<file path="src/rtl/dmsc_pkg.sv">
package dmsc_pkg;

	localparam int PIX_W      = 8;
	localparam int LW_W       = 12;
	localparam int CFG_IDX_W  = 2;
	localparam int CFG_DATA_W = 12;
	localparam int MIN_WIDTH  = 5;
	localparam int LINES      = 4;
	localparam int WIN_N      = 5;
	localparam int KSUM_W     = 15;

	typedef logic [PIX_W-1:0] pix_t;
	typedef logic signed [KSUM_W-1:0] ksum_t;

	// lane k holds the sample of line k at one column, lane 0 the oldest line
	typedef pix_t [LINES-1:0] line_col_t;
	typedef pix_t [WIN_N-1:0] win_row_t;
	typedef win_row_t [WIN_N-1:0] win_t;

	typedef logic [2:0] rows_t;
	localparam rows_t ROWS_FULL = 3'd4;

	localparam ksum_t KSUM_PIX_MAX = 15'sd255;

	typedef enum logic [CFG_IDX_W-1:0] {
		REG_LINE_WIDTH = 2'd0,
		REG_PHASE_X    = 2'd1,
		REG_PHASE_Y    = 2'd2
	} cfg_reg_t;

	// bayer phase of the centre, coded as {row parity, column parity}
	typedef enum logic [1:0] {
		PH_RED     = 2'b00,
		PH_GREEN_R = 2'b01,
		PH_GREEN_B = 2'b10,
		PH_BLUE    = 2'b11
	} phase_t;

	typedef struct packed {
		logic in_range;
		logic produce;
		logic row_end;
		logic xp;
		logic yp;
	} item_ctl_t;

	typedef struct packed {
		pix_t red;
		pix_t green;
		pix_t blue;
	} rgb_t;

	function automatic ksum_t ext_pix(pix_t p);
		return $signed({{(KSUM_W-PIX_W){1'b0}}, p});
	endfunction

	// sum in sixteenths down to 0..255
	function automatic pix_t to_u8(ksum_t s);
		ksum_t v;
		v = s >>> 4;
		if (s[KSUM_W-1] || (s == '0))
			return '0;
		else if (v > KSUM_PIX_MAX)
			return '1;
		else
			return v[PIX_W-1:0];
	endfunction

endpackage

</file>
<file path="src/rtl/dmsc_kernel.sv">
module dmsc_kernel (
	input  dmsc_pkg::win_t win,
	input  logic           xp,
	input  logic           yp,
	output dmsc_pkg::rgb_t pix
);
	import dmsc_pkg::*;

	ksum_t s1, s2, s3, s4, s5, s6;
	ksum_t fa, fb, fc, fd;
	pix_t  ua, ub, uc, ud;
	pix_t  ctr;

	always_comb begin
		s1 = ext_pix(win[2][0]) + ext_pix(win[2][4]);
		s2 = ext_pix(win[0][2]) + ext_pix(win[4][2]);
		s3 = ext_pix(win[2][1]) + ext_pix(win[2][3]);
		s4 = ext_pix(win[1][2]) + ext_pix(win[3][2]);
		s5 = ext_pix(win[1][1]) + ext_pix(win[1][3]) + ext_pix(win[3][1]) + ext_pix(win[3][3]);
		s6 = ext_pix(win[2][2]);

		// weights in sixteenths
		fa = (s3 <<< 2) + (s4 <<< 2) + (s6 <<< 3) - (s1 <<< 1) - (s2 <<< 1);
		fb = s2 + (s3 <<< 3) + (s6 <<< 3) + (s6 <<< 1) - (s1 <<< 1) - (s5 <<< 1);
		fc = s1 + (s4 <<< 3) + (s6 <<< 3) + (s6 <<< 1) - (s2 <<< 1) - (s5 <<< 1);
		fd = (s5 <<< 2) + (s6 <<< 3) + (s6 <<< 2) - (s1 <<< 1) - s1 - (s2 <<< 1) - s2;

		ua  = to_u8(fa);
		ub  = to_u8(fb);
		uc  = to_u8(fc);
		ud  = to_u8(fd);
		ctr = win[2][2];

		case (phase_t'({yp, xp}))
			PH_RED: begin
				pix.red   = ctr;
				pix.green = ua;
				pix.blue  = ud;
			end
			PH_GREEN_R: begin
				pix.red   = ub;
				pix.green = ctr;
				pix.blue  = uc;
			end
			PH_GREEN_B: begin
				pix.red   = uc;
				pix.green = ctr;
				pix.blue  = ub;
			end
			PH_BLUE: begin
				pix.red   = ud;
				pix.green = ua;
				pix.blue  = ctr;
			end
			default: begin
				pix.red   = ctr;
				pix.green = ua;
				pix.blue  = ud;
			end
		endcase
	end

endmodule

</file>
<file path="config.mk">
export PLATFORM = sky130hd
export DESIGN_NAME = dmsc_kernel
export DESIGN_NICKNAME = d
export VERILOG_FILES = /design/src/rtl/dmsc_pkg.sv /design/src/rtl/dmsc_kernel.sv
export SDC_FILE = /design/constraint.sdc
export NUM_CORES = 1
export LEC_CHECK = 0
export BUFFER_PORTS_ARGS = -buffer_cell sky130_fd_sc_hd__clkbuf_2
export CORE_ASPECT_RATIO = 0.8
export CORE_UTILIZATION = 35
export DETAILED_ROUTE_END_ITERATION = 8
export PLACE_DENSITY_LB_ADDON = 0.1
export SETUP_SLACK_MARGIN = 0.05
export SYNTH_ARGS = -nofsm -noshare
export SYNTH_HDL_FRONTEND = slang
export SYNTH_SLANG_ARGS = --single-unit
export TNS_END_PERCENT = 50
</file>
<file path="constraint.sdc">
create_clock -name vclk -period 13.3
set_input_delay 2.66 -clock vclk [all_inputs]
set_output_delay 2.66 -clock vclk [all_outputs]
set_load 0.03 [all_outputs]
</file>
After elaboration in Yosys (flattened, before gate mapping):

Index checks and enable logic that the tools add are counted.

* $add $sub $neg: 27
* magnitude comparators: 4
* eq/ne operators: 3
* mux-type cells: 9
* reductions and logical operators: 9

Operators with widths (number)
* 24-bit one-hot mux with 4 select lines: 1
* 8-bit two-way mux: 8
* 15-bit zero test: 4
* 15-bit by 11-bit subtractor with 15-bit output: 4
* 8-bit by 8-bit adder with 9-bit output: 5
* 11-bit by 9-bit greater-than comparator with 1-bit output, second input constant: 4
* 13-bit by 11-bit adder with 14-bit output: 3
* 14-bit by 9-bit adder with 15-bit output: 2
* 15-bit by 10-bit subtractor with 15-bit output: 2
* 15-bit by 13-bit subtractor with 15-bit output: 2
* 9-bit by 12-bit adder with 13-bit output: 2
* 14-bit by 10-bit adder with 15-bit output: 1
* 14-bit by 11-bit subtractor with 15-bit output: 1
* 13-bit by 10-bit subtractor with 14-bit output: 1
* 12-bit by 11-bit adder with 13-bit output: 1
* 11-bit by 11-bit adder with 12-bit output: 1
* 10-bit by 8-bit adder with 11-bit output: 1
* 9-bit by 8-bit adder with 10-bit output: 1
* 2-bit equality test, second input constant: 2
* 1-bit logical OR: 4
* 2-bit by 1-bit equality test with 1-bit output, second input constant: 1
* 2-bit zero test: 1

* flip-flop bits (word level): 0
* bits of input ports: 202
* output and inout bits: 24
* logic and storage cells: 52

Logic depth before layout (Yosys ltp):

* depth in word-level cells: 13
* depth in mapped cells: 29
* depth with buffers taken out: 28

Worst setup path after synthesis:

No wires, ideal clock.

* kind: input-to-output
* start point: in win[50] (netlist name)
* end point: out pix[1] (netlist name)
* arrival time: 9122 ps
* required time: 10640 ps
* setup slack: 1518 ps
* cell stages on the path: 26
* buffers on the path: 1
* cells stage by stage: inv_1 fa_1 fa_1 inv_1 ha_1 a21o_1 a21oi_1 o21bai_1 a21oi_1 o21bai_1 a21oi_1 xnor2_1 fa_1 fa_1 inv_1 fa_1 ha_1 a21oi_2 o21ai_0 a311o_1 mux2i_1 o211ai_2 buf_6 a21oi_1 mux2i_1 a222oi_1

RTL lines
* start: declaration: RTL line dmsc_kernel.sv:2 `input dmsc_pkg::win_t win,`
* end: declaration: RTL line dmsc_kernel.sv:5 `output dmsc_pkg::rgb_t pix`

==> qor.txt <==
Worst Hold Class: in2out
total setup buffers inserted after CTS: 0
CP Max Fanout: 11
clock buf count: 0
gpl congestion: 0.832
max cap viols: 0
# rows: 49
CP Buf/Inv Count: 5
outcome: completed
number of diodes: 0
vias in the first global route: 6,365
crit path launch type: primary input
die area: 24,200 um2
cell accounting for the most synthesized area: fa_1
hold_buf cts: 0
Post-DRT Antenna Nets: 0
cell family with most CP delay: adder cells
Vias: 6,659
port buffer count: 130
FF+latch area: 0 um2
Die W: 174 um
Via density: 4.78
Crit-path slowest cell: fa_1
Slew @ Worst Pin: 1.04 ns
initial antenna violation count: 0
leading post-synthesis cells by instance count: 260 x inv_1, 140 x fa_1, 121 x ha_1
Post-DP HPWL: 19,900 um
Seq cells: 0
synth warn: 0
Starting Density: 36.2%
setup TNS: 0 ns
Mapped Nets: 1,429
gr usage total: 18.0%
Design Area, Final: 9260 um2
most instantiated library cell after synthesis: inv_1
Fmax achieved: 79.6 MHz
area delta synth->final: 12.2%
Final Cycle Share: 94.4%
most used cell, CP: fa_1
# IOs: 226
drt total wl: 21,800 um
Post-CTS Resized: 0
dominant cells by area after synthesis: fa_1 34%, ha_1 18%, inv_1 12%
count of final hold-check violations: 0
slowest stage delay, CP: 0.55 ns
Placed Area: 9260 um2
distinct cell type count after synthesis: 61
1st-pass router iterations: 4
sequential-to-total area share from yosys stat: 0%
# setup viols final: 0
Required @ worst endpoint: 10.64 ns
Iter 0 DRT Violations: 397
critical path capture point type: output port
largest net degree at the start of global routing: 31
crit path kind: in2out
routed length per instance: 15.6 um
Post-Syn Instances: 966
Avg Synthesized Cell Area: 8.55 um2
GR Overflow Total: 0
RSZ-0062 raised after global routing: false
first-pass GRT wire length: 34,800 um
Worst slew margin: 30.5%
Die Ht: 139 um
area of the core: 22,800 um2
mapped cell area: 8260 um2
DRC errors left: 0
layout cells sized above 1: 14.2%
Slew Limit Fails: 0
post-route minimum period: 12.56 ns
share of Yosys cell area claimed by the top area cell type: 33.9%
critical path arrival: 9.90 ns
fin nets: 1,553
==> metrics by stage <==
step | cells | worst slack, ns | hold slack [ns] | util [%]
finish | 1394 | 0.744 | 5.87 | 40.6
global route | 1394 | 0.310 | 5.90 | 40.6
global placement | 1394 | 0.747 | 5.89 | 40.6
floorplan | 966 | 1.52 | 5.60 | -
CTS | 1394 | 0.700 | 5.89 | 40.6
detailed placement | 1394 | 0.712 | 5.89 | 40.6
==> logic make-up (layout without fill, tap and decap cells) <==
| family | after synthesis | count (layout) | synth area share (%) |
|---|---|---|---|
| adders and majority gates | 261 | 261 | 52.3 |
| and+or+nand+nor | 123 | 123 | 7.15 |
| AOI/OAI and AO/OA | 236 | 236 | 19.6 |
| buffers and inverters | 272 | 394 | 12.5 |
| muxes | 8 | 8 | 1.44 |
| xor gates and xnor gates | 66 | 66 | 7.00 |
==> path summary, 6_finish.rpt <==
kind,from,end,depth (start not counted)
hold / removal,win[99],pix[3],4
setup / recovery,win[50],pix[7],26
==> per-layer routing <==
layer | vias up | GRT usage, % | routed length, um
li1 | 3400 | - | -
met1 | 3139 | 28.7 | 11300
met2 | 118 | 28.9 | 9870
met4 | 0 | 0.185 | 23
met3 | 2 | 0.0273 | 544
met5 | - | 0 | 0
==> placed cells by master, fill, tap and decap left out, drive strengths merged, types with 17 or more instances in the layout <==
cell type,netlist,final
xnor2,49,49
o21ai,31,31
ha,121,121
clkbuf,8,130
inv,260,260
fa,140,140
a21oi,69,69
a21o,24,24
nor2,34,34
xor2,17,17
nand2,35,35
o21bai,24,24
==> area by class of cell <==
class | count | area [um2]
Timing Repair Buffer | 133 | 673
Multi-Input combinational cell | 694 | 7220
Inverter | 261 | 980
Tap cell | 306 | 383
Fill cell | 2415 | 13500
Power is not shown: default switching activity piles up to over one toggle a cycle in this logic, so the estimate is an artifact.
