===== src/rtl/dmsc_pkg.sv =====
package dmsc_pkg;

	localparam int PIX_W      = 8;
	localparam int LW_W       = 12;
	localparam int CFG_IDX_W  = 2;
	localparam int CFG_DATA_W = 12;
	localparam int MIN_WIDTH  = 5;
	localparam int LINES      = 4;
	localparam int WIN_N      = 5;
	localparam int KSUM_W     = 15;

	typedef logic [PIX_W-1:0] pix_t;
	typedef logic signed [KSUM_W-1:0] ksum_t;

	// lane k holds the sample of line k at one column, lane 0 the oldest line
	typedef pix_t [LINES-1:0] line_col_t;
	typedef pix_t [WIN_N-1:0] win_row_t;
	typedef win_row_t [WIN_N-1:0] win_t;

	typedef logic [2:0] rows_t;
	localparam rows_t ROWS_FULL = 3'd4;

	localparam ksum_t KSUM_PIX_MAX = 15'sd255;

	typedef enum logic [CFG_IDX_W-1:0] {
		REG_LINE_WIDTH = 2'd0,
		REG_PHASE_X    = 2'd1,
		REG_PHASE_Y    = 2'd2
	} cfg_reg_t;

	// bayer phase of the centre, coded as {row parity, column parity}
	typedef enum logic [1:0] {
		PH_RED     = 2'b00,
		PH_GREEN_R = 2'b01,
		PH_GREEN_B = 2'b10,
		PH_BLUE    = 2'b11
	} phase_t;

	typedef struct packed {
		logic in_range;
		logic produce;
		logic row_end;
		logic xp;
		logic yp;
	} item_ctl_t;

	typedef struct packed {
		pix_t red;
		pix_t green;
		pix_t blue;
	} rgb_t;

	function automatic ksum_t ext_pix(pix_t p);
		return $signed({{(KSUM_W-PIX_W){1'b0}}, p});
	endfunction

	// sum in sixteenths down to 0..255
	function automatic pix_t to_u8(ksum_t s);
		ksum_t v;
		v = s >>> 4;
		if (s[KSUM_W-1] || (s == '0))
			return '0;
		else if (v > KSUM_PIX_MAX)
			return '1;
		else
			return v[PIX_W-1:0];
	endfunction

endpackage


===== src/rtl/dmsc_pos.sv =====
module dmsc_pos #(
	parameter int MAX_WIDTH = 2048
) (
	input  logic                         clk,
	input  logic                         arst_n,
	input  logic                         accept,
	input  logic                         frame_start,
	input  logic [dmsc_pkg::LW_W-1:0]    line_width,
	input  logic                         phase_x,
	input  logic                         phase_y,
	output logic [$clog2(MAX_WIDTH)-1:0] col,
	output dmsc_pkg::item_ctl_t          ctl
);
	import dmsc_pkg::*;

	localparam int CW = $clog2(MAX_WIDTH);
	localparam int WW = $clog2(MAX_WIDTH + 1);
	localparam int EW = (WW > LW_W) ? WW : LW_W;

	logic [CW-1:0] col_q;
	rows_t         rows_q;
	logic          par_q;

	logic [CW-1:0] col_cur;
	rows_t         rows_cur;
	logic          par_cur;
	logic [EW-1:0] lw_e;
	logic [EW-1:0] w_eff;
	logic [EW-1:0] col_e;
	logic          last;

	always_comb begin
		lw_e = EW'(line_width);
		if (lw_e < EW'(MIN_WIDTH))
			w_eff = EW'(MIN_WIDTH);
		else if (lw_e > EW'(MAX_WIDTH))
			w_eff = EW'(MAX_WIDTH);
		else
			w_eff = lw_e;
	end

	// frame start clears the position before the sample is placed
	assign col_cur  = frame_start ? '0 : col_q;
	assign rows_cur = frame_start ? '0 : rows_q;
	assign par_cur  = frame_start ? 1'b0 : par_q;
	assign col_e    = EW'(col_cur);
	assign last     = (col_e + EW'(1)) >= w_eff;

	assign col          = col_cur;
	assign ctl.in_range = col_e < w_eff;
	assign ctl.produce  = (col_e < w_eff) && (rows_cur == ROWS_FULL) && (col_cur >= CW'(4));
	assign ctl.row_end  = col_e == (w_eff - EW'(1));
	assign ctl.xp       = col_cur[0] ^ phase_x;
	assign ctl.yp       = par_cur ^ phase_y;

	always_ff @(posedge clk or negedge arst_n) begin
		if (!arst_n) begin
			col_q  <= '0;
			rows_q <= '0;
			par_q  <= 1'b0;
		end else if (accept) begin
			if (last) begin
				col_q  <= '0;
				par_q  <= ~par_cur;
				rows_q <= (rows_cur == ROWS_FULL) ? ROWS_FULL : rows_cur + rows_t'(1);
			end else begin
				col_q  <= col_cur + CW'(1);
				par_q  <= par_cur;
				rows_q <= rows_cur;
			end
		end
	end

`ifndef SYNTH
	a_col_bound: assert property (@(posedge clk) disable iff (!arst_n)
		EW'(col_q) < EW'(MAX_WIDTH))
		else $error("column count beyond line store");

	a_rows_sat: assert property (@(posedge clk) disable iff (!arst_n)
		rows_q <= ROWS_FULL)
		else $error("row count past saturation");

	a_frame_restart: assert property (@(posedge clk) disable iff (!arst_n)
		accept && frame_start |=> (col_q == CW'(1)) && (rows_q == '0) && !par_q)
		else $error("frame start did not restart position");
`endif

endmodule


===== config.mk =====
export PLATFORM = sky130hd
export DESIGN_NAME = dmsc_pos
export DESIGN_NICKNAME = d
export VERILOG_FILES = /design/src/rtl/dmsc_pkg.sv /design/src/rtl/dmsc_pos.sv
export SDC_FILE = /design/constraint.sdc
export NUM_CORES = 1
export LEC_CHECK = 0
export BUFFER_PORTS_ARGS = -buffer_cell sky130_fd_sc_hd__buf_2
export CAP_MARGIN = 25
export CORE_AREA = 3 3 85 87
export DETAILED_ROUTE_END_ITERATION = 8
export DIE_AREA = 0 0 88 90
export GPL_TIMING_DRIVEN = 0
export PLACE_DENSITY = 0.56
export SLEW_MARGIN = 20
export SYNTH_ARGS = -nofsm -noshare
export SYNTH_HDL_FRONTEND = slang
export SYNTH_SLANG_ARGS = --single-unit

===== constraint.sdc =====
create_clock -name clk -period 4.16 [get_ports clk]
set_input_delay 0 -clock clk [delete_from_list [all_inputs] [get_ports clk]]
set_output_delay 0 -clock clk [all_outputs]
set_load 0.03 [all_outputs]

Word-level counts from Yosys, hierarchy flattened. Index checks and enable logic that the tools add are counted.

Logic and storage cells: 28. Output and inout port bits: 16. Register bits after elaboration: 15. Input port bits: 18.

Add/subtract/negate cells: 4. Reduce and logical (&&, ||, !) cells: 2. Bitwise logic cells: 3. Equal/unequal tests: 2. Multiplexer cells: 9. $lt $le $gt $ge: 5.

Operators by type and width (number): $mux 12 (2); $mux 11 (2); $add 11x1->12 const B (1); $eq 11x12->1 (1); $ge 12x12->1 (1); $gt 12x12->1 const B (1); $lt 11x12->1 (1); $lt 12x3->1 const B (1); $sub 12x1->12 const B (1); $add 11x1->11 const B (1); $ge 11x3->1 const B (1); $mux 3 (3); $add 3x1->3 const B (1); $eq 3x3->1 const B (1); $logic_and 1x1->1 (2); $mux 1 (2); $xor 1x1->1 (2); $not 1->1 (1).

Depth between registers and ports, before layout.
Word-level depth: 6. Depth in mapped cells: 16. Depth with buffers taken out: 14.

Worst setup path before layout. Ideal clock, no wire load.

Path type: reg-to-reg. From: register col_q[1]. To: register col_q[5]. Buffers on the path: 1. Clock period less this slack: 3423 ps. Cell stages (with the launch flop): 15. Path slack: 737 ps. Arrival: 3341 ps. Path through: dfrtp_1 -> inv_1 -> nor2_1 -> ha_1 -> nand4_1 -> nor2_1 -> xor2_1 -> ha_1 -> a21o_1 -> a21oi_1 -> o211ai_1 -> a221oi_2 -> clkbuf_1 -> nand3_1 -> o21ai_0.

Longest elaborated chain between the ends: 4.

RTL lines: start: declaration (RTL line dmsc_pos.sv:20) `logic [CW-1:0] col_q;`; start signal: assignment (RTL line dmsc_pos.sv:67) `col_q <= col_cur + CW'(1);`; $mux 11 * (RTL line dmsc_pos.sv:43) `assign col_cur = frame_start ? '0 : col_q;`; net col[1] (RTL line dmsc_pos.sv:11) `output logic [$clog2(MAX_WIDTH)-1:0] col,`; $add 11x1->12 (RTL line dmsc_pos.sv:47) `assign last = (col_e + EW'(1)) >= w_eff;`; $ge 12x12->1 (RTL line dmsc_pos.sv:47); $mux 11 * (RTL line dmsc_pos.sv:62) `if (last) begin`.

The timed path passes the listed nets; every way through them passes the cells marked *. A chain may end at the register's enable or synchronous reset.

==> impl_metrics.env <==
export IMPL_ios=34
export IMPL_dpl_cell_area_um2=2180
export IMPL_grt_pass1_vias=1924
export IMPL_outcome="finished clean"
export IMPL_die_h_um=90
export IMPL_power_total_w=0.000436
export IMPL_place_gp_congestion=0.841
export IMPL_cts_buffer_depth=2
export IMPL_arrival_ns=3.66
export IMPL_end_kind="primary output"
export IMPL_ys_seq_elements=15
export IMPL_worst_path_max_delay_cell="or4b_2"
export IMPL_postRouteAntennaNets=0
export IMPL_final_core_util_pct=35.0
export IMPL_slew_viol_final=0
export IMPL_worstPathRequired_ns=4.16
export IMPL_fin_tns_setup_ns=0
export IMPL_design_area_um2=2240
export IMPL_post_route_period_util_pct=88.0
export IMPL_grt_use_total_pct=14.1
export IMPL_clk_latency_ns=0.25
export IMPL_clkTransAtPathRegs_ns=0.06
export IMPL_yosysWarnings=0
export IMPL_synthesis_area_um2=1920
export IMPL_period_minus_slack_ns=3.66
export IMPL_antenna_cells=0
export IMPL_start_util_pct=29.9
export IMPL_portBuffers=32
export IMPL_dieArea_um2=7920
export IMPL_synth_edf_count=0
export IMPL_power_internal_w=0.000282
export IMPL_synth_top_cells_by_count="27 x ha_1, 23 x inv_1, 17 x nand2_1, 17 x o21ai_0"
export IMPL_root_buffer="clkbuf_8"
export IMPL_antenna_found_initial=0
export IMPL_swShare_pct=35.3
export IMPL_core_area_um2=6420
export IMPL_cts_sinks=15
export IMPL_relSlewSlack_pct=62.7
export IMPL_clkPwrFrac_pct=27.6
export IMPL_whs_ns=0.182
export IMPL_synthArstFlopShare_pct=100
export IMPL_synthCells=241
export IMPL_num_rows=29
export IMPL_wirelength_mm=5.21
export IMPL_ir_drop_v=0.000167
export IMPL_grt_overflow_total=0
export IMPL_synth_main_ff_cell="dfrtp_1"
export IMPL_drt_iter0_drc=97
export IMPL_path_cells="buf_2 > nor3_1 > nand3_1 > o211ai_1 > ha_1 > buf_4 > or4b_2 > a31o_2 > a31oi_1 > xor2_1 > or4_1 > nor4_2 > buf_2"
export IMPL_detail_route_wl_per_cell_um=14.7
export IMPL_power_density_nw_per_um2=194
export IMPL_drc=0
export IMPL_area_delta_synth_final_pct=16.8
export IMPL_hold_viol_final=0
export IMPL_max_stage_delay_ns=0.59
export IMPL_synth_top_area_cell="dfrtp_1"
export IMPL_rsz0062_at_grt="no"
export IMPL_grt_max_degree=16
export IMPL_critPathTopFamily="simple AND/OR/NAND/NOR gates"
export IMPL_synth_fp_nets=286
export IMPL_path_buf_inv=3
export IMPL_finClkSkew_ns=0.00654
export IMPL_final_nets=324
export IMPL_cap_violations=0
export IMPL_cp_max_fo=8
export IMPL_htreeDepth=1
export IMPL_combPwrFrac_pct=35.5
export IMPL_cpMostUsedCell="buf_2"
export IMPL_yosys_top_cells_area="dfrtp_1 20%, ha_1 18%, xnor2_1 7.3%"
export IMPL_grt_first_pass_wirelength_mm=9.26
export IMPL_setup_viol=0
export IMPL_dr_pass1_iters=4
export IMPL_place_hpwl_mm=4.23
export IMPL_synth_cell_types=54
export IMPL_hold_class="in2async"
export IMPL_cts_tree="yes"
export IMPL_avgSynthCellArea_um2=7.97
export IMPL_path_class="in2out"
export IMPL_seq_power_share_pct=36.9
export IMPL_critPathLaunchType="primary input"
export IMPL_net_switching_power_w=0.000154
export IMPL_synth_most_common_cell="ha_1"
export IMPL_power_leakage_nw=1.07
export IMPL_vias=1842
export IMPL_nFillCells=677
export IMPL_yosysSeqAreaShare_pct=19.5
export IMPL_clock_fmax_mhz=273
export IMPL_netlist_area_leader_share_pct=19.5
export IMPL_vias_per_cell=5.19
export IMPL_dieWidth_um=88
export IMPL_worst_pin_slew_ns=0.558
export IMPL_drive_above_1_share_pct=17.3
export IMPL_cts_buffers=3
==> logic make-up (layout without fill, tap and decap cells) <==
kind of cell	Yosys count	in the layout	share of synthesized area, %
DFF	15	15	19.5
AOI/OAI and AO/OA	55	55	20.2
muxes	2	2	1.04
buffers and inverters	30	67	6.05
and+or+nand+nor	90	90	25.6
xor gates and xnor gates	22	22	10.0
adders and majority gates	27	27	17.6
==> power by group through the flow <==
stage / Combinational [W] / Clock (W) / Sequential (W)
3_5_place_dp: 0.000152 / 0 / 0.000163
3_3_place_gp: 0.000151 / 0 / 0.000163
6_report: 0.000155 / 0.000120 / 0.000161
2_1_floorplan: 0.000104 / 0 / 0.000162
4_1_cts: 0.000153 / 0.000123 / 0.000160
5_1_grt: 0.000178 / 0.000129 / 0.000162
==> through the flow <==
stage / std cells / setup WS, ns
3_3_place_gp: 350 / 0.163
5_1_grt: 355 / 0.00385
4_1_cts: 355 / 0.404
6_report: 355 / 0.498
2_1_floorplan: 241 / 0.737
3_5_place_dp: 350 / 0.193
==> state kept, by name, indices dropped and copies added, names as in the netlist <==
signal,flops
col_q,11
rows_q,3
par_q,1
==> worst paths after layout <==
check | cells past startpoint | slack (ns) | to | start
min reg2reg | 1 | 0.50 | rows_q[1] | rows_q[1]
min in group clk | 3 | 0.18 | col_q[8] | accept
min | 2 | 0.18 | col_q[5] | arst_n
max | 13 | 0.50 | ctl[2] | line_width[6]
max in group asynchronous | 2 | 3.72 | col_q[2] | arst_n
max reg2reg | 14 | 0.51 | col_q[3] | col_q[1]
==> routing by layer <==
metal	global-route usage [%]	up-vias	wire length [µm]
met5	0	-	0
met3	2.47	2	166
met1	20.7	852	2650
met2	21.8	32	2380
met4	1.92	0	11
li1	-	956	-
==> final cells by class <==
type / count / area (µm²) / share of cell area (%)
Sequential cell: 15 / 375 / 16.7
Buffer: 7 / 30.0 / 1.34
Tap cell: 77 / 96.3 / 4.29
Timing Repair Buffer: 33 / 170 / 7.58
Inverter: 23 / 86.3 / 3.85
Clock buffer: 4 / 45.0 / 2.01
Multi-Input combinational cell: 196 / 1440 / 64.2
==> cells in the final DEF (no fill, tap or decap), types with 3 or more instances in the layout <==
cell,count
a211oi_1,3
nand2_1,17
or2_2,3
nand4_1,4
xnor2_1,16
clkbuf_1,7
nand2b_1,3
xor2_1,6
nand3_1,16
inv_1,23
nor3_1,7
ha_1,27
o21a_1,3
dfrtp_1,15
a21oi_1,4
buf_2,32
nor2b_1,3
a21o_1,5
clkbuf_8,3
o21ai_0,17
or4_1,3
nor2_1,15
nor4_1,4
==> worst register-to-register path, stage by stage, from the launching register on <==
cell and delay, ns:
dfrtp_1 0.36, inv_1 0.06, nor2_1 0.24, ha_1 0.26
nand4_1 0.12, nor2_1 0.24, xor2_1 0.24, ha_1 0.28
a21o_1 0.18, a21oi_1 0.21, o211ai_1 0.20, a221oi_4 0.52
clkbuf_1 0.43, nand3_1 0.13, o21ai_0 0.11
==> repair_timing <==
action / 4_1_cts / 5_1_grt
endpoints found under the setup margin: 0 / 9
buffers inserted: 0 / 0
resized for setup: 0 / 1
hold buffers: 1 / 0
hold endpoints to repair: 15 / 0
Note: power is estimated with default switching activity, not from simulation.
